**src/rtl/bpc_pkg.sv**
```systemverilog
package bpc_pkg;

    localparam int unsigned TICK_W   = 8;
    localparam int unsigned WINDOW_W = 8;
    localparam int unsigned APB_AW   = 3;
    localparam int unsigned APB_DW   = 32;

    localparam logic [WINDOW_W-1:0] WINDOW_RESET = 8'd50;

    localparam logic [TICK_W-1:0] SINGLE_HOLD  = 8'd15;
    localparam logic [TICK_W-1:0] FLASH1_END   = 8'd30;
    localparam logic [TICK_W-1:0] FLASH2_BEGIN = 8'd50;
    localparam logic [TICK_W-1:0] FLASH2_END   = 8'd75;
    localparam logic [TICK_W-1:0] FLASH3_BEGIN = 8'd95;
    localparam logic [TICK_W-1:0] FLASH3_END   = 8'd120;
    localparam logic [TICK_W-1:0] TICK_MAX     = 8'd255;

    // register word index, taken from paddr[2]
    localparam logic REG_DOUBLE_WINDOW = 1'b0;

    typedef enum logic [2:0] {
        PH_IDLE   = 3'd0,
        PH_PRESS  = 3'd1,
        PH_WAIT   = 3'd2,
        PH_HOLD   = 3'd3,
        PH_SECOND = 3'd4,
        PH_FLASH  = 3'd5
    } t_phase;

    typedef struct packed {
        t_phase              phase;
        logic [TICK_W-1:0]   ticks;
        logic                led;
        logic                single_ev;
        logic                double_ev;
    } t_step_res;

endpackage

```
**src/rtl/button_press_classifier.sv**
```systemverilog
// Single/double press classifier for two buttons sharing one LED. Each input
// transaction is one UI tick; only the button picked by i_use_second advances.
// A transaction is registered, then classified by one pass through the phase
// logic into the result register once that register is empty or read out, so
// one transaction is accepted per cycle while i_ready stays high. The
// output register and the input register together let a new transaction be
// accepted while a result waits for i_ready. double_window is written over the
// APB port at address 0 and reads back in the low byte.
module button_press_classifier (
    input  logic                            i_clk,
    input  logic                            i_rst_n,
    input  logic                            i_valid,
    output logic                            o_ready,
    input  logic                            i_first_pressed,
    input  logic                            i_second_pressed,
    input  logic                            i_use_second,
    output logic                            o_valid,
    input  logic                            i_ready,
    output logic                            o_led_on,
    output logic                            o_single_event,
    output logic                            o_double_event,
    output logic                            o_event_source,
    input  logic                            psel,
    input  logic                            penable,
    input  logic                            pwrite,
    input  logic [bpc_pkg::APB_AW-1:0]      paddr,
    input  logic [bpc_pkg::APB_DW-1:0]      pwdata,
    output logic [bpc_pkg::APB_DW-1:0]      prdata,
    output logic                            pready
);
    import bpc_pkg::*;

    logic                  r_in_valid;
    logic                  r_in_first;
    logic                  r_in_second;
    logic                  r_in_sel;

    t_phase                r_first_phase;
    logic [TICK_W-1:0]     r_first_ticks;
    t_phase                r_second_phase;
    logic [TICK_W-1:0]     r_second_ticks;
    logic                  r_led;
    logic [WINDOW_W-1:0]   r_window;

    logic                  r_out_valid;
    logic                  r_out_led;
    logic                  r_out_single;
    logic                  r_out_double;
    logic                  r_out_source;

    logic                  out_load;
    logic                  in_take;
    logic                  cfg_wr;
    t_phase                cur_phase;
    logic [TICK_W-1:0]     cur_ticks;
    logic                  cur_pressed;
    t_step_res             step_res;

    assign out_load = r_in_valid && (!r_out_valid || i_ready);
    assign o_ready  = !r_in_valid || out_load;
    assign in_take  = i_valid && o_ready;

    assign pready = 1'b1;
    assign cfg_wr = psel && penable && pwrite && pready && (paddr[2] == REG_DOUBLE_WINDOW);
    assign prdata = (paddr[2] == REG_DOUBLE_WINDOW)
                  ? {{(APB_DW-WINDOW_W){1'b0}}, r_window} : '0;

    assign cur_phase   = r_in_sel ? r_second_phase : r_first_phase;
    assign cur_ticks   = r_in_sel ? r_second_ticks : r_first_ticks;
    assign cur_pressed = r_in_sel ? r_in_second : r_in_first;

    bpc_step u_step (
        .i_phase   (cur_phase),
        .i_ticks   (cur_ticks),
        .i_pressed (cur_pressed),
        .i_window  (r_window),
        .i_led     (r_led),
        .o_res     (step_res)
    );

    always_ff @(posedge i_clk) begin
        if (!i_rst_n) begin
            r_window <= WINDOW_RESET;
        end else if (cfg_wr) begin
            r_window <= pwdata[WINDOW_W-1:0];
        end
    end

    always_ff @(posedge i_clk) begin
        if (!i_rst_n) begin
            r_in_valid <= 1'b0;
        end else if (in_take) begin
            r_in_valid <= 1'b1;
        end else if (out_load) begin
            r_in_valid <= 1'b0;
        end
    end

    always_ff @(posedge i_clk) begin
        if (in_take) begin
            r_in_first  <= i_first_pressed;
            r_in_second <= i_second_pressed;
            r_in_sel    <= i_use_second;
        end
    end

    always_ff @(posedge i_clk) begin
        if (!i_rst_n) begin
            r_first_phase  <= PH_IDLE;
            r_first_ticks  <= '0;
            r_second_phase <= PH_IDLE;
            r_second_ticks <= '0;
            r_led          <= 1'b0;
        end else if (out_load) begin
            r_led <= step_res.led;
            if (r_in_sel) begin
                r_second_phase <= step_res.phase;
                r_second_ticks <= step_res.ticks;
            end else begin
                r_first_phase <= step_res.phase;
                r_first_ticks <= step_res.ticks;
            end
        end
    end

    always_ff @(posedge i_clk) begin
        if (!i_rst_n) begin
            r_out_valid <= 1'b0;
        end else if (out_load) begin
            r_out_valid <= 1'b1;
        end else if (i_ready) begin
            r_out_valid <= 1'b0;
        end
    end

    always_ff @(posedge i_clk) begin
        if (out_load) begin
            r_out_led    <= step_res.led;
            r_out_single <= step_res.single_ev;
            r_out_double <= step_res.double_ev;
            r_out_source <= (step_res.single_ev || step_res.double_ev) && r_in_sel;
        end
    end

    assign o_valid        = r_out_valid;
    assign o_led_on       = r_out_led;
    assign o_single_event = r_out_single;
    assign o_double_event = r_out_double;
    assign o_event_source = r_out_source;

endmodule

```
**src/rtl/bpc_step.sv**
```systemverilog
module bpc_step (
    input  bpc_pkg::t_phase                       i_phase,
    input  logic [bpc_pkg::TICK_W-1:0]            i_ticks,
    input  logic                                  i_pressed,
    input  logic [bpc_pkg::WINDOW_W-1:0]          i_window,
    input  logic                                  i_led,
    output bpc_pkg::t_step_res                    o_res
);
    import bpc_pkg::*;

    logic [TICK_W-1:0] tick_inc;
    t_phase            next_phase;

    assign tick_inc = (i_ticks == TICK_MAX) ? TICK_MAX : i_ticks + 1'b1;

    // next phase
    always_comb begin
        next_phase = PH_IDLE;
        unique case (i_phase)
            PH_IDLE: begin
                next_phase = i_pressed ? PH_PRESS : PH_IDLE;
            end
            PH_PRESS: begin
                if (!i_pressed) begin
                    next_phase = PH_WAIT;
                end else if (tick_inc > SINGLE_HOLD) begin
                    next_phase = PH_HOLD;
                end else begin
                    next_phase = PH_PRESS;
                end
            end
            PH_WAIT: begin
                if (tick_inc >= i_window) begin
                    next_phase = PH_IDLE;
                end else if (i_pressed) begin
                    next_phase = PH_SECOND;
                end else begin
                    next_phase = PH_WAIT;
                end
            end
            PH_HOLD: begin
                next_phase = i_pressed ? PH_HOLD : PH_IDLE;
            end
            PH_SECOND: begin
                next_phase = i_pressed ? PH_SECOND : PH_FLASH;
            end
            PH_FLASH: begin
                next_phase = (tick_inc > FLASH3_END) ? PH_IDLE : PH_FLASH;
            end
            default: begin
                next_phase = PH_IDLE;
            end
        endcase
    end

    // timer, LED and events
    always_comb begin
        o_res           = '0;
        o_res.phase     = next_phase;
        o_res.ticks     = i_ticks;
        o_res.led       = i_led;
        o_res.single_ev = 1'b0;
        o_res.double_ev = 1'b0;
        unique case (i_phase)
            PH_IDLE: begin
            end
            PH_PRESS: begin
                if (tick_inc > SINGLE_HOLD) begin
                    o_res.ticks     = '0;
                    o_res.single_ev = 1'b1;
                end else begin
                    o_res.ticks = tick_inc;
                end
            end
            PH_WAIT: begin
                o_res.ticks = (tick_inc >= i_window) ? '0 : tick_inc;
            end
            PH_HOLD: begin
                o_res.led = i_pressed;
                if (!i_pressed) begin
                    o_res.ticks = '0;
                end
            end
            PH_SECOND: begin
                o_res.double_ev = !i_pressed;
            end
            PH_FLASH: begin
                o_res.ticks = tick_inc;
                if (tick_inc > FLASH3_END) begin
                    o_res.ticks = '0;
                    o_res.led   = 1'b0;
                end else begin
                    o_res.led = (tick_inc <= FLASH1_END)
                             || (tick_inc >= FLASH2_BEGIN && tick_inc <= FLASH2_END)
                             || (tick_inc >= FLASH3_BEGIN);
                end
            end
            default: begin
                o_res.ticks = '0;
            end
        endcase
    end

endmodule

```
**config.mk**
```make
export PLATFORM = sky130hd
export DESIGN_NAME = button_press_classifier
export DESIGN_NICKNAME = d
export VERILOG_FILES = /design/src/rtl/bpc_pkg.sv /design/src/rtl/button_press_classifier.sv /design/src/rtl/bpc_step.sv
export SDC_FILE = /design/constraint.sdc
export NUM_CORES = 1
export LEC_CHECK = 0
export ABC_AREA = 1
export BUFFER_PORTS_ARGS = -buffer_cell sky130_fd_sc_hd__buf_2
export CORE_UTILIZATION = 45
export DETAILED_ROUTE_END_ITERATION = 7
export GPL_ROUTABILITY_DRIVEN = 0
export GPL_TIMING_DRIVEN = 0
export PLACE_DENSITY_LB_ADDON = 0.15
export SLEW_MARGIN = 20
export SYNTH_ARGS = -nofsm -noshare
export SYNTH_HDL_FRONTEND = slang
export SYNTH_SLANG_ARGS = --single-unit
```
**constraint.sdc**
```tcl
create_clock -name i_clk -period 5.35 [get_ports i_clk]
set_clock_uncertainty 0.1 [all_clocks]
set_input_delay 0.8025 -clock i_clk [delete_from_list [all_inputs] [get_ports i_clk]]
set_output_delay 0.8025 -clock i_clk [all_outputs]
set_load 0.1 [all_outputs]
```
* After elaboration in Yosys (flattened, before gate mapping)
Index checks and enable logic that the tools add are counted.
Word-level totals: bits in read-only memories 0, memories 0, register bits after elaboration 40, output and inout bits 39, bits in latches 0, memory bits (writable) 0
Cells by class: divide/modulo/power cells 0, equal/unequal tests 6, bitwise gates (word level) 2, reductions and logical operators 21, shift operators 0, mux-type cells 28, $lt $le $gt $ge 7, add/subtract/negate cells 1, multiply operators 0
Operator list (number):
- $mux W8 | 7
- $pmux W8 S5 | 1
- $pmux W3 S6 | 1
- $mux W3 | 5
- $mux W1 | 11
- $add A8 B1 Y8 const B | 1
- $eq A8 B8 Y1 const B | 1
- $ge A8 B6 Y1 const B | 1
- $ge A8 B7 Y1 const B | 1
- $ge A8 B8 Y1 | 1
- $gt A8 B4 Y1 const B | 1
- $gt A8 B7 Y1 const B | 1
- $le A8 B5 Y1 const B | 1
- $le A8 B7 Y1 const B | 1
- $logic_and A1 B1 Y1 | 7
- $eq A3 B2 Y1 const B | 2
- $eq A3 B3 Y1 const B | 2
- $logic_or A1 B1 Y1 | 5
- $mux W2 | 2
- $reduce_and A2 Y1 | 2
- $reduce_bool A2 Y1 | 2
- $eq A3 B1 Y1 const B | 1
- $logic_not A1 Y1 | 3
- $logic_not A3 Y1 | 1
- 3 further kinds | 4

* Depth between registers and ports, before layout
Gate-level depths: netlist of the first run.
word-level depth 9, mapped depth 20

* Modules after synthesis
From an unflattened synthesis of the first run, not the netlist that was laid out.
Second synthesis, totals: cells, all modules 479, area total of the unflattened synthesis 3060.4 um^2
Modules (own cells, without submodules):
- button_press_classifier | cells each 320, times used 1, area an instance 2199.6 um^2
- bpc_step | cells each 159, times used 1, area an instance 860.8 um^2

* Least setup slack after synthesis of the first run
OpenSTA, ideal clock, no wires.
path kind input to output, start point input port paddr[2] (netlist bit), end point output port prdata[0] (netlist bit), data required time 4448 ps, buffers on the path 1, data arrival time 2255 ps, stages 2, setup slack 2193 ps, cells stage by stage clkbuf_1 nor2_1
On the way: cells in the longest elaborated chain, start to end 1
RTL lines:
- from (decl) | RTL line button_press_classifier.sv:26 | input logic [bpc_pkg::APB_AW-1:0] paddr,
- $mux W8 | RTL line button_press_classifier.sv:66 | ? {{(APB_DW-WINDOW_W){1'b0}}, r_window} : '0;
- to (decl) | RTL line button_press_classifier.sv:28 | output logic [bpc_pkg::APB_DW-1:0] prdata,
Every way passes these cells.

* Worst setup path in the final report of the first run
start point register r_in_sel, end point register r_first_phase[2]
On the way: cells in the longest elaborated chain, start to end 6, elaborated cells between the ends (all ways) 20, classes of those cells 1 x add/sub; 2 x order compare; 6 x eq/ne; 8 x mux; 1 x bitwise; 2 x reduce/logical
RTL lines:
- from (decl) | RTL line button_press_classifier.sv:36 | logic r_in_sel;
- from (signal assigned) | RTL line button_press_classifier.sv:103 | r_in_sel <= i_use_second;
- $mux W8 | RTL line button_press_classifier.sv:69 | assign cur_ticks = r_in_sel ? r_second_ticks : r_first_ticks;
- $add A8 B1 Y8 or $eq A8 B8 Y1 (tied branches) | RTL line bpc_step.sv:14 | assign tick_inc = (i_ticks == TICK_MAX) ? TICK_MAX : i_ticks + 1'b1;
- $mux W8 | RTL line bpc_step.sv:14
- $gt A8 B7 Y1 or $ge A8 B8 Y1 (tied branches) | RTL line bpc_step.sv:48, bpc_step.sv:33
- $mux W3 (on tied branches) | RTL line bpc_step.sv:48, bpc_step.sv:33
- $pmux W3 S6 | RTL line bpc_step.sv:19 | unique case (i_phase)
- to (signal assigned) | RTL line button_press_classifier.sv:120 | r_first_phase <= step_res.phase;
- to (decl) | RTL line button_press_classifier.sv:38 | t_phase r_first_phase;
Several ways; a longest one is shown, not always the timed one. A chain may end at the register's enable or synchronous reset.

==> impl_results.rst, run 1 <==
.. list-table::
   :header-rows: 1

   * - Metric
     - Value
   * - Mean routed wirelength per cell
     - about 10 um
   * - Maximum clock frequency
     - 0.303 GHz
   * - Filler cell count
     - 600
   * - Result of the run
     - finished clean
   * - Logic pwr share
     - 0.325
   * - HP Class
     - flip-flop to flip-flop
   * - Part of the cycle the worst path needs
     - 0.616
   * - TritonCTS clock tree
     - done
   * - Instance count of the mapped netlist
     - about 410
   * - Std cell rows
     - 28
   * - Hold violation total from the final report
     - 0
   * - Number of H-tree levels
     - 2
   * - CP startpoint kind
     - flip-flop
   * - Number of antenna violations at the first check in global routing
     - 0
   * - Switch share
     - 0.392
   * - Register-to-Register Setup Slack
     - just over 2 ns
   * - Final setup viols
     - 0
   * - Worst hold path stage count
     - 2
   * - Clock-pin slew on the worst setup and hold paths
     - 0.08 ns
   * - Die area
     - 6570 um^2
   * - Num Clock Sinks
     - 40
   * - RSZ-0062 raised after global routing
     - false
   * - Leading area contributor after synthesis
     - dfxtp_1
   * - Worst slew pin tran
     - approximately 0.7 ns
   * - Clock latency on the worst-skew pair
     - ~0.3 ns
   * - Largest net degree at the start of global routing
     - 14
   * - DRC marker count from the first detailed-route iteration
     - ~140
   * - Distinct cell type count after synthesis
     - 36
   * - Maximum ir drop on the vdd rail
     - around 0.11 mV
   * - Via count of the first global-routing pass
     - about 2,100
   * - Prevailing post-synth register cell
     - dfxtp_1
   * - Residual DRC
     - 0
   * - Setup Total Neg Slack
     - 0 ns
   * - DR vias
     - 2,538
   * - Effective utilization at floorplan
     - 0.469
   * - Number of nets in the finished design
     - between 500 and 600
   * - Crit Reg-Reg Endpoint
     - r_first_phase[2]
   * - Max Cap Viol
     - 0
   * - Chip Width
     - a little over 80 um
   * - Core region area
     - 5990 um^2
   * - Yosys warning count
     - 0
   * - Ratio of total power to cell area
     - approximately 240 nW/um^2
   * - Count of input and output buffers
     - 31
   * - Post-synthesis sequential area ratio
     - 0.310
   * - Cell with the most instances after synthesis
     - nand2_1
   * - First-pass GRT wire length
     - approximately 9.3 mm
   * - Setup Fix Bufs, Post-CTS
     - 0
   * - Net switching power figure
     - around 310 uW
   * - Seq cells post-synth
     - 40
   * - Global-route congestion overflow total
     - 0
   * - Total routing resource utilization after global routing
     - 0.184
   * - Internal Pwr Total
     - 474 uW
   * - Residual antenna-violating net count after detailed routing
     - 0
   * - Num CTS Buffers
     - 5
   * - Worst Setup SP
     - r_in_sel
   * - Max-slew headroom
     - 0.537
   * - Top Ports
     - 84
   * - Clock share of power
     - 0.254
   * - Synth top area share
     - 0.235
   * - Kind of critical path
     - flip-flop to flip-flop
   * - Data arrival at the endpoint of the critical path
     - roughly 3.4 ns
   * - Period minus WS final
     - 3.30 ns
   * - Number of cells on the worst reg-to-reg path
     - 18
   * - Cts hold-fix bufs
     - 0
   * - CP required
     - ~5.5 ns
   * - EDFF count, synth
     - 7
   * - Cts repair resizes
     - 0
   * - Static Leakage
     - 0.00178 uW
   * - Maximum root-to-sink buffer count
     - 2
   * - FFs w/ async S/R, synth
     - 0
   * - Final cell utilization of the core
     - 0.539
   * - Reg-to-reg critical path startpoint
     - r_in_sel
   * - DRT Pass-1 Iters
     - 4
   * - Synthesized cell area
     - between 2000 and 3000 um^2
   * - Layout area overhead
     - 15.0%
   * - Element type at the critical path end
     - flip-flop
   * - Vias per cell
     - 4.61
   * - Syn avg cell area
     - ~7 um^2
   * - Pins Over Slew Limit
     - 0
   * - Share of post-route cells with drive strength above 1
     - 0.223
   * - Ant. Diodes
     - 0
   * - Leading post-synthesis cells by instance count
     - nand2_1 (83), inv_1 (75), nor2_1 (35)
   * - Vertical die dimension
     - 81.0 um
   * - Clock root buffer master
     - clkbuf_8
   * - Worst setup path end
     - r_first_phase[2]
   * - Wire length after detailed routing
     - 5.63 mm
   * - Fraction of power consumed by sequential logic
     - 0.421
   * - Top fanout value on the critical path
     - 10
   * - Synth top area cells
     - dfxtp_1 (23%), nand2_1 (11%), inv_1 (10%), edfxtp_1 (7.5%), buf_4 (6.7%)
   * - Sum of net half-perimeters after detailed placement
     - 4.52 mm
==> cells by family (layout without fill, tap and decap cells) <==
family	Yosys count	count (layout)	synth area share
flops	40	40	0.310
buf+inv	112	151	0.189
simple gates	185	185	0.316
fa+ha+maj	9	9	0.0401
compound gates	65	65	0.142
other cells	2	25	0.00267
==> power by group through the flow <==
stage	clock network (uW)	registers, uW	logic [uW]
after CTS	205	328	253
after global placement	0	335	250
after global routing	220	330	275
after detailed placement	0	335	253
after floorplan	0	347	207
final	198	328	253
==> layout make-up <==
cell class / count / area, um^2 / area share
Multi-Input combinational cell: 284 / 1500 / 0.463
Sequential cell: 40 / 871 / 0.269
Inverter: 79 / 297 / 0.0918
Buffer: 33 / 235 / 0.0728
Timing Repair Buffer: 31 / 155 / 0.0480
Tap cell: 75 / 93.8 / 0.0290
Clock buffer: 6 / 72.6 / 0.0225
Clock inverter: 2 / 12.5 / 0.00387
==> cells in the final DEF, fill, tap and decap left out, types with 2 or more instances in the layout <==
| master | synthesis | layout |
|---|---|---|
| nor2_4 | 2 | 2 |
| nand3_1 | 25 | 25 |
| a21oi_1 | 19 | 19 |
| edfxtp_1 | 7 | 7 |
| clkbuf_1 | 4 | 5 |
| o21a_1 | 12 | 12 |
| dfxtp_1 | 33 | 33 |
| nand2_4 | 5 | 5 |
| clkbuf_8 | 0 | 5 |
| o21bai_1 | 4 | 4 |
| o21ai_1 | 2 | 2 |
| nand3_2 | 2 | 2 |
| conb_1 | 2 | 25 |
| o211ai_1 | 4 | 4 |
| inv_2 | 2 | 2 |
| nand2_1 | 83 | 83 |
| clkinv_1 | 2 | 2 |
| nor3_1 | 3 | 3 |
| nand4_1 | 5 | 5 |
| ha_1 | 9 | 9 |
| nor2_1 | 35 | 35 |
| o21ai_2 | 4 | 4 |
| buf_2 | 2 | 33 |
| o21ai_0 | 17 | 17 |
| buf_4 | 25 | 25 |
| nand2_2 | 19 | 19 |
| buf_6 | 2 | 2 |
| inv_1 | 75 | 75 |
==> worst min-delay path by stage <==
stage / startpoint / endpoint / slack [ns]
floorplan: r_window[0] / r_window[0] / 0.35
global placement: r_window[0] / r_window[0] / 0.38
global route: r_window[0] / r_window[0] / 0.42
finish: r_window[0] / r_window[0] / 0.39
detailed placement: r_window[0] / r_window[0] / 0.38
CTS: r_window[0] / r_window[0] / 0.39
==> registers in the layout, summed over array words and instances, names as in the netlist <==
register	count
r_second_phase	3
o_single_event	1
r_second_ticks	8
r_in_second	1
r_in_valid	1
r_in_sel	1
o_double_event	1
r_first_phase	3
o_event_source	1
r_in_first	1
o_led_on	1
r_first_ticks	8
r_led	1
o_valid	1
r_window	8
==> routing by layer <==
layer | share of wire | vias up | routed length (um) | global-route usage
li1 | - | 1370 | - | -
met1 | 0.47 | 1081 | 2670 | 0.225
met2 | 0.45 | 81 | 2520 | 0.319
met3 | 0.064 | 6 | 360 | 0.0393
met4 | 0.013 | 0 | 72 | 0.0607
met5 | 0 | - | 0 | 0
==> through the flow <==
step                instances  area, um^2  hold slack [ns]  setup slack, ns  power, uW
finish                    550        3230            0.390             2.05        779
global route              550        3230            0.419             1.61        825
CTS                       550        3230            0.394             2.05        787
detailed placement        542        3150            0.382             2.08        588
global placement          542        3150            0.376             2.10        585
floorplan                 436        2900            0.349             2.19        553
==> critical path: stages (launching register included) <==
cell and delay, ns:
edfxtp_1 0.47, buf_6 0.19, nand2_2 0.07, nand2_2 0.09, ha_1 0.28, nand3_1 0.14
inv_2 0.06, nand2_4 0.12, inv_1 0.05, nor2_1 0.16, inv_1 0.11, ha_1 0.30
a21oi_1 0.13, nor2_1 0.05, a211oi_1 0.21, nand4_2 0.24, o211ai_1 0.32, o21ai_1 0.10
inv_1 0.05
Note: power is estimated with default switching activity, not from simulation.
==> run 2: changes to the inputs <==
Clock period 5.35 ns to 3.3 ns, I/O delays scaled along.
==> run 2 against run 1 <==
Net effect:
- combinational power increased by 68%
- sequential cell count unchanged
- die area unchanged
- largest cell class unchanged
- largest power group unchanged
==> impl_results.rst, run 2 (synthesis results as in run 1) <==
.. list-table::
   :header-rows: 1

   * - Metric
     - Value
   * - First-pass GRT wire length
     - about 9.4 mm
   * - Maximum root-to-sink buffer count
     - 2
   * - Crit Reg-Reg Endpoint
     - r_second_ticks[1]
   * - Ant. Diodes
     - 0
   * - Chip Width
     - roughly 80 um
   * - TritonCTS clock tree
     - done
   * - Worst slew pin tran
     - 0.620 ns
   * - Top fanout value on the critical path
     - 7
   * - Number of non-filler instances in the completed layout
     - 555
   * - Die area
     - ~6600 um^2
   * - DRT Pass-1 Iters
     - 4
   * - Cts hold-fix bufs
     - 0
   * - Part of the cycle the worst path needs
     - 0.941
   * - Result of the run
     - finished clean
   * - Std cell rows
     - 28
   * - Wire length after detailed routing
     - about 5.8 mm
   * - Worst setup path end
     - r_second_ticks[1]
   * - DR vias
     - approximately 2,500
   * - Most common cell after layout, fill and taps aside
     - nand2_1
   * - Final worst-path setup slack
     - 0.195 ns
   * - Crit path depth
     - 21
   * - Residual DRC
     - 0
   * - Reg-to-reg critical path startpoint
     - r_in_sel
   * - # placed instances
     - between 500 and 600
   * - Pre-CTS setup slack
     - about 0.03 ns
   * - HP Class
     - input port to flip-flop
   * - Vias per cell
     - approximately 4.6
   * - Number of nets in the finished design
     - 533
   * - Ordered list of cells on the worst path
     - buf_6, nand2_1, nand2_4, ha_4, nand3_1, inv_2, nand2_4, inv_1, nor2_4, inv_2, ha_1, a21oi_1, nor2_1, a211oi_2, nand4_2, buf_4, nand3_4, nand2_2, nand3_1, nand2_1, inv_1
   * - Period minus WS final
     - about 3.1 ns
   * - Largest net degree at the start of global routing
     - 14
   * - Critical path's top delay family
     - simple AND/OR/NAND/NOR gates
   * - Count of input and output buffers
     - 31
   * - Most used cells in the layout excluding fill and tap cells
     - nand2_1 (82), inv_1 (74), buf_2 (33), dfxtp_1 (33), nor2_1 (32)
   * - Met1 routed wirelength after detailed routing
     - around 2.7 mm
   * - Global-route congestion overflow total
     - 0
   * - Sum of net half-perimeters after detailed placement
     - 4.52 mm
   * - Clock latency on the worst-skew pair
     - 0.30 ns
   * - Kind of critical path
     - flip-flop to flip-flop
   * - Max Cap Viol
     - 0
   * - Static Leakage
     - about 0.0018 uW
   * - Top Metal Used
     - met4
   * - Vertical die dimension
     - 81.0 um
   * - Register-to-Register Setup Slack
     - between 0.15 and 0.2 ns
   * - Pins Over Slew Limit
     - 0
   * - Met2 routed wirelength
     - approximately 2.7 mm
   * - Setup Total Neg Slack
     - 0 ns
   * - Top Ports
     - 84
   * - CP required
     - 3.45 ns
   * - Met3 routed wirelength
     - about 270 um
   * - Num CTS Buffers
     - 5
   * - Mean routed wirelength per cell
     - a little over 10 um
   * - Number of cells on the worst reg-to-reg path
     - 21
   * - Maximum cell stage delay along the critical path
     - 0.47 ns
   * - Number of H-tree levels
     - 2
   * - Effective utilization at floorplan
     - 0.469
   * - Data arrival at the endpoint of the critical path
     - 3.25 ns
   * - RSZ-0062 raised after global routing
     - true
   * - Worst Setup SP
     - r_in_sel
   * - Final setup viols
     - 0
   * - Layout area overhead
     - 18.3%
   * - Maximum ir drop on the vdd rail
     - about 0.17 mV
   * - Slowest stage cell on the critical path
     - edfxtp_1
   * - Clock root buffer master
     - clkbuf_8
   * - Total routing resource utilization after global routing
     - 0.185
   * - Buffers and inverters on the worst path
     - 6
   * - Clock-pin slew on the worst setup and hold paths
     - about 0.080 ns
   * - CP startpoint kind
     - flip-flop
   * - Maximum clock frequency
     - 0.322 GHz
   * - Ratio of total power to cell area
     - 384 nW/um^2
   * - Max-slew headroom
     - 0.582
   * - Number of antenna violations at the first check in global routing
     - 0
   * - Element type at the critical path end
     - flip-flop
   * - Residual antenna-violating net count after detailed routing
     - 0
   * - Core region area
     - around 6000 um^2
   * - Via count of the first global-routing pass
     - approximately 2,100
   * - Num Clock Sinks
     - 40
   * - Share of post-route cells with drive strength above 1
     - 0.248
   * - Hold violation total from the final report
     - 0
   * - Largest registers ranked by flip-flop count
     - r_first_ticks x8, r_second_ticks x8, r_window x8
   * - DRC marker count from the first detailed-route iteration
     - approximately 130
## run 2: changes by cell type in the layout (fill, tap and decap cells not counted), moves of 2 or more
cell     before  now
buf_4        25   30
nand2_2      19   17
nand2_4       5    8
nor2_1       35   32
nor2_2        1    3
## run 2: area by class of cell
cell class / count / area, um^2
clock inverters: 2 / 12.5
inverters: 79 / 299
multi-input cells: 284 / 1550
plain buffers: 33 / 235
fillers: 601 / 2670
flip-flops and latches: 40 / 871
clock buffers: 6 / 72.6
well taps: 75 / 93.8
repair buffers: 36 / 193
## run 2: layer usage
layer,track usage,vias up
met5,0,-
li1,-,1378
met1,0.226,1101
met4,0.0607,0
met3,0.0393,8
met2,0.320,61
## run 2: power by group
group	switching (uW)	leakage [uW]	internal [uW]	total, uW
Sequential	10.5	0.000339	521	532
Clock	172	0.0000412	148	320
Combinational	317	0.00142	107	424
Total	500	0.00180	776	1280
## run 2: worst register-to-register path, delay by kind of cell, from the launching register on
family | cells | cell delay, ns
buffers and inverters | 6 | 0.62
AOI/OAI and AO/OA | 2 | 0.30
DFF | 1 | 0.47
adders and majority gates | 2 | 0.47
and+or+nand+nor | 11 | 1.11
## run 2: timing repair
action,CTS,global route
buffers inserted,1,4
cloned,0,0
setup endpoints to repair,2,20
pin swaps,2,2
gates resized for setup,0,14
## run 2: stage by stage
step / power [uW] / instance area (um^2) / hold WS [ns] / utilization
after floorplan: 897 / 2900 / 0.349 / -
after global placement: 949 / 3150 / 0.376 / 0.525
after detailed placement: 953 / 3150 / 0.382 / 0.525
after CTS: 1280 / 3240 / 0.263 / 0.541
after global routing: 1350 / 3330 / 0.258 / 0.555
final: 1280 / 3330 / 0.271 / 0.555
## run 2: how the worst min path moves through the flow
stage / cells past startpoint / startpoint / slack (ns) / end
2_1_floorplan: 2 / r_window[0] / 0.35 / r_window[0]
3_3_place_gp: 2 / r_window[0] / 0.38 / r_window[0]
3_5_place_dp: 2 / r_window[0] / 0.38 / r_window[0]
4_1_cts: 1 / i_second_pressed / 0.26 / r_in_second
5_1_grt: 1 / i_second_pressed / 0.26 / r_in_second
6_report: 1 / i_second_pressed / 0.27 / r_in_second
==> run 3: changes to the inputs <==
==> constraint.sdc (replaced) <==
create_clock -name i_clk -period 3.3 [get_ports i_clk]
set_clock_uncertainty 0.1 [all_clocks]
set_input_delay 0.165 -clock i_clk [delete_from_list [all_inputs] [get_ports i_clk]]
set_output_delay 0.165 -clock i_clk [all_outputs]
set_load 0.1 [all_outputs]
==> run 3 against run 2 <==
Net effect:
- combinational power rose by 1%
- power rose by 0.47%
- clock-buffer cell count did not move
- core utilization rose by 1.0 points
- clock power barely moved
- sequential share of layout area fell by 0.46 points
- maximum frequency barely moved
- non-clock buffer count rose by 6
- global-route usage rose by 0.095 points
- critical path type unchanged
- largest cell class unchanged
==> impl_results.rst, run 3 (synthesis results as in run 1) <==
.. list-table::
   :header-rows: 1

   * - Metric
     - Value
   * - Result of the run
     - finished clean
   * - Sum of net half-perimeters after detailed placement
     - 4.52 mm
   * - HP Class
     - input port to flip-flop
   * - Num CTS Buffers
     - 5
   * - Vias per cell
     - 4.60
   * - Largest net degree at the start of global routing
     - 14
   * - Clock-pin slew on the worst setup and hold paths
     - 0.08 ns
   * - Static Leakage
     - about 0.0018 uW
   * - Max-slew headroom
     - 0.588
   * - Die area
     - roughly 6600 um^2
   * - Number of H-tree levels
     - 2
   * - Residual antenna-violating net count after detailed routing
     - 0
   * - Maximum root-to-sink buffer count
     - 2
   * - Element type at the critical path end
     - flip-flop
   * - Filler cell count
     - 594
   * - TritonCTS clock tree
     - done
   * - DRC marker count from the first detailed-route iteration
     - 142
   * - Wire length after detailed routing
     - just under 6 mm
   * - Mean routed wirelength per cell
     - ~10 um
   * - Via count of the first global-routing pass
     - approximately 2,200
   * - DR vias
     - 2,582
   * - CP required
     - 3.45 ns
   * - Slowest stage cell on the critical path
     - edfxtp_1
   * - Maximum clock frequency
     - roughly 0.32 GHz
   * - Number of non-filler instances in the completed layout
     - roughly 560
   * - Top Ports
     - 84
   * - Core region area
     - 5990 um^2
   * - Chip Width
     - about 80 um
   * - Vertical die dimension
     - ~81 um
   * - Residual DRC
     - 0
   * - Clock latency on the worst-skew pair
     - 0.30 ns
   * - Number of antenna violations at the first check in global routing
     - 0
   * - Maximum cell stage delay along the critical path
     - roughly 0.47 ns
   * - Layout area overhead
     - 20.4%
   * - Power after layout
     - between 1000 and 1500 uW
   * - Hold violation total from the final report
     - 0
   * - Pre-CTS setup slack
     - 0.0293 ns
   * - Count of input and output buffers
     - 31
   * - Top fanout value on the critical path
     - 7
   * - Most common cell after layout, fill and taps aside
     - nand2_1
   * - Clock root buffer master
     - clkbuf_8
   * - Std cell rows
     - 28
   * - Worst slew pin tran
     - slightly above 0.6 ns
   * - Ratio of total power to cell area
     - between 300 and 400 nW/um^2
   * - Ordered list of cells on the worst path
     - buf_6, nand2_1, nand2_4, ha_4, nand3_1, inv_2, nand2_4, inv_1, nor2_4, inv_2, ha_1, a21oi_1, nor2_1, a211oi_2, nand4_2, buf_4, nand3_4, nand2_2, nand3_1, nand2_1, inv_1
   * - Pins Over Slew Limit
     - 0
   * - Number of nets in the finished design
     - 539
   * - CP startpoint kind
     - flip-flop
   * - Maximum ir drop on the vdd rail
     - between 0.15 and 0.2 mV
   * - Effective utilization at floorplan
     - 0.469
   * - DRT Pass-1 Iters
     - 4
   * - # placed instances
     - about 540
   * - Kind of critical path
     - flip-flop to flip-flop
   * - Share of post-route cells with drive strength above 1
     - 0.245
   * - RSZ-0062 raised after global routing
     - true
   * - Total routing resource utilization after global routing
     - 0.186
   * - Final setup viols
     - 0
   * - Period minus WS final
     - roughly 3.1 ns
   * - First-pass GRT wire length
     - approximately 9.4 mm
   * - Num Clock Sinks
     - 40
   * - Ant. Diodes
     - 0
   * - Largest registers ranked by flip-flop count
     - r_first_ticks x8, r_second_ticks x8, r_window x8
   * - Most used cells in the layout excluding fill and tap cells
     - nand2_1 (82), inv_1 (74), buf_2 (33), dfxtp_1 (33), nor2_1 (32)
   * - Data arrival at the endpoint of the critical path
     - ~3.3 ns
   * - Part of the cycle the worst path needs
     - 0.941
   * - Max Cap Viol
     - 0
   * - Global-route congestion overflow total
     - 0
   * - Final worst-path setup slack
     - 0.196 ns
   * - Hold slack
     - approximately 0.038 ns
## run 3: cell count changes in the layout (fill, tap and decap cells not counted), sizes merged
cell / before / now
dlygate4sd3: 0 / 6
## run 3: where the power goes
| group | switching, uW | internal (uW) |
|---|---|---|
| logic | 318 | 111 |
| clock network | 173 | 148 |
| registers | 10.5 | 521 |
## run 3: final cells by class
class	count	area, um^2	area share
Tap cell	75	93.8	0.0277
Buffer	33	235	0.0695
Timing Repair Buffer	42	253	0.0746
Multi-Input combinational cell	284	1550	0.458
Sequential cell	40	871	0.257
Inverter	79	299	0.0883
Clock buffer	6	72.6	0.0214
Clock inverter	2	12.5	0.00370
## run 3: repair_timing
action | 4_1_cts | 5_1_grt
hold buffers | 6 | 0
gates resized for setup | 0 | 14
buffers inserted | 1 | 4
endpoints found under the setup margin | 2 | 20
endpoints found under the hold margin | 6 | 0
pin swaps | 2 | 2
## run 3: per-stage QoR
stage | util | instance area (um^2) | TNS, ns
final | 0.565 | 3390 | 0
after global routing | 0.565 | 3390 | -0.360
after CTS | 0.551 | 3300 | 0
after detailed placement | 0.525 | 3150 | 0
after global placement | 0.525 | 3150 | 0
after floorplan | - | 2900 | 0
## run 3: final timing paths
| kind | start | to | slack [ns] | cells after the start |
|---|---|---|---|---|
| setup / recovery | r_in_sel | r_second_ticks[1] | 0.20 | 21 |
| setup reg to reg | r_in_sel | r_second_ticks[1] | 0.20 | 21 |
| hold / removal | i_valid | r_in_valid | 0.04 | 3 |
| hold reg to reg | r_window[0] | r_window[0] | 0.38 | 2 |
## run 3: worst max-delay path, delay by kind of cell, from the launching register on
family | cells | cell delay (ns)
buffers and inverters | 6 | 0.62
flip-flops | 1 | 0.47
AND/OR/NAND/NOR | 11 | 1.10
adder cells (fa/ha/maj) | 2 | 0.47
AO/OA/AOI/OAI | 2 | 0.30
## run 3: per-layer routing
layer | global-route usage | wire (um) | vias to the layer above
met3 | 0.0382 | 293 | 8
met5 | 0 | 0 | -
met1 | 0.226 | 2740 | 1114
met4 | 0.0607 | 82 | 0
li1 | - | - | 1389
met2 | 0.324 | 2700 | 71
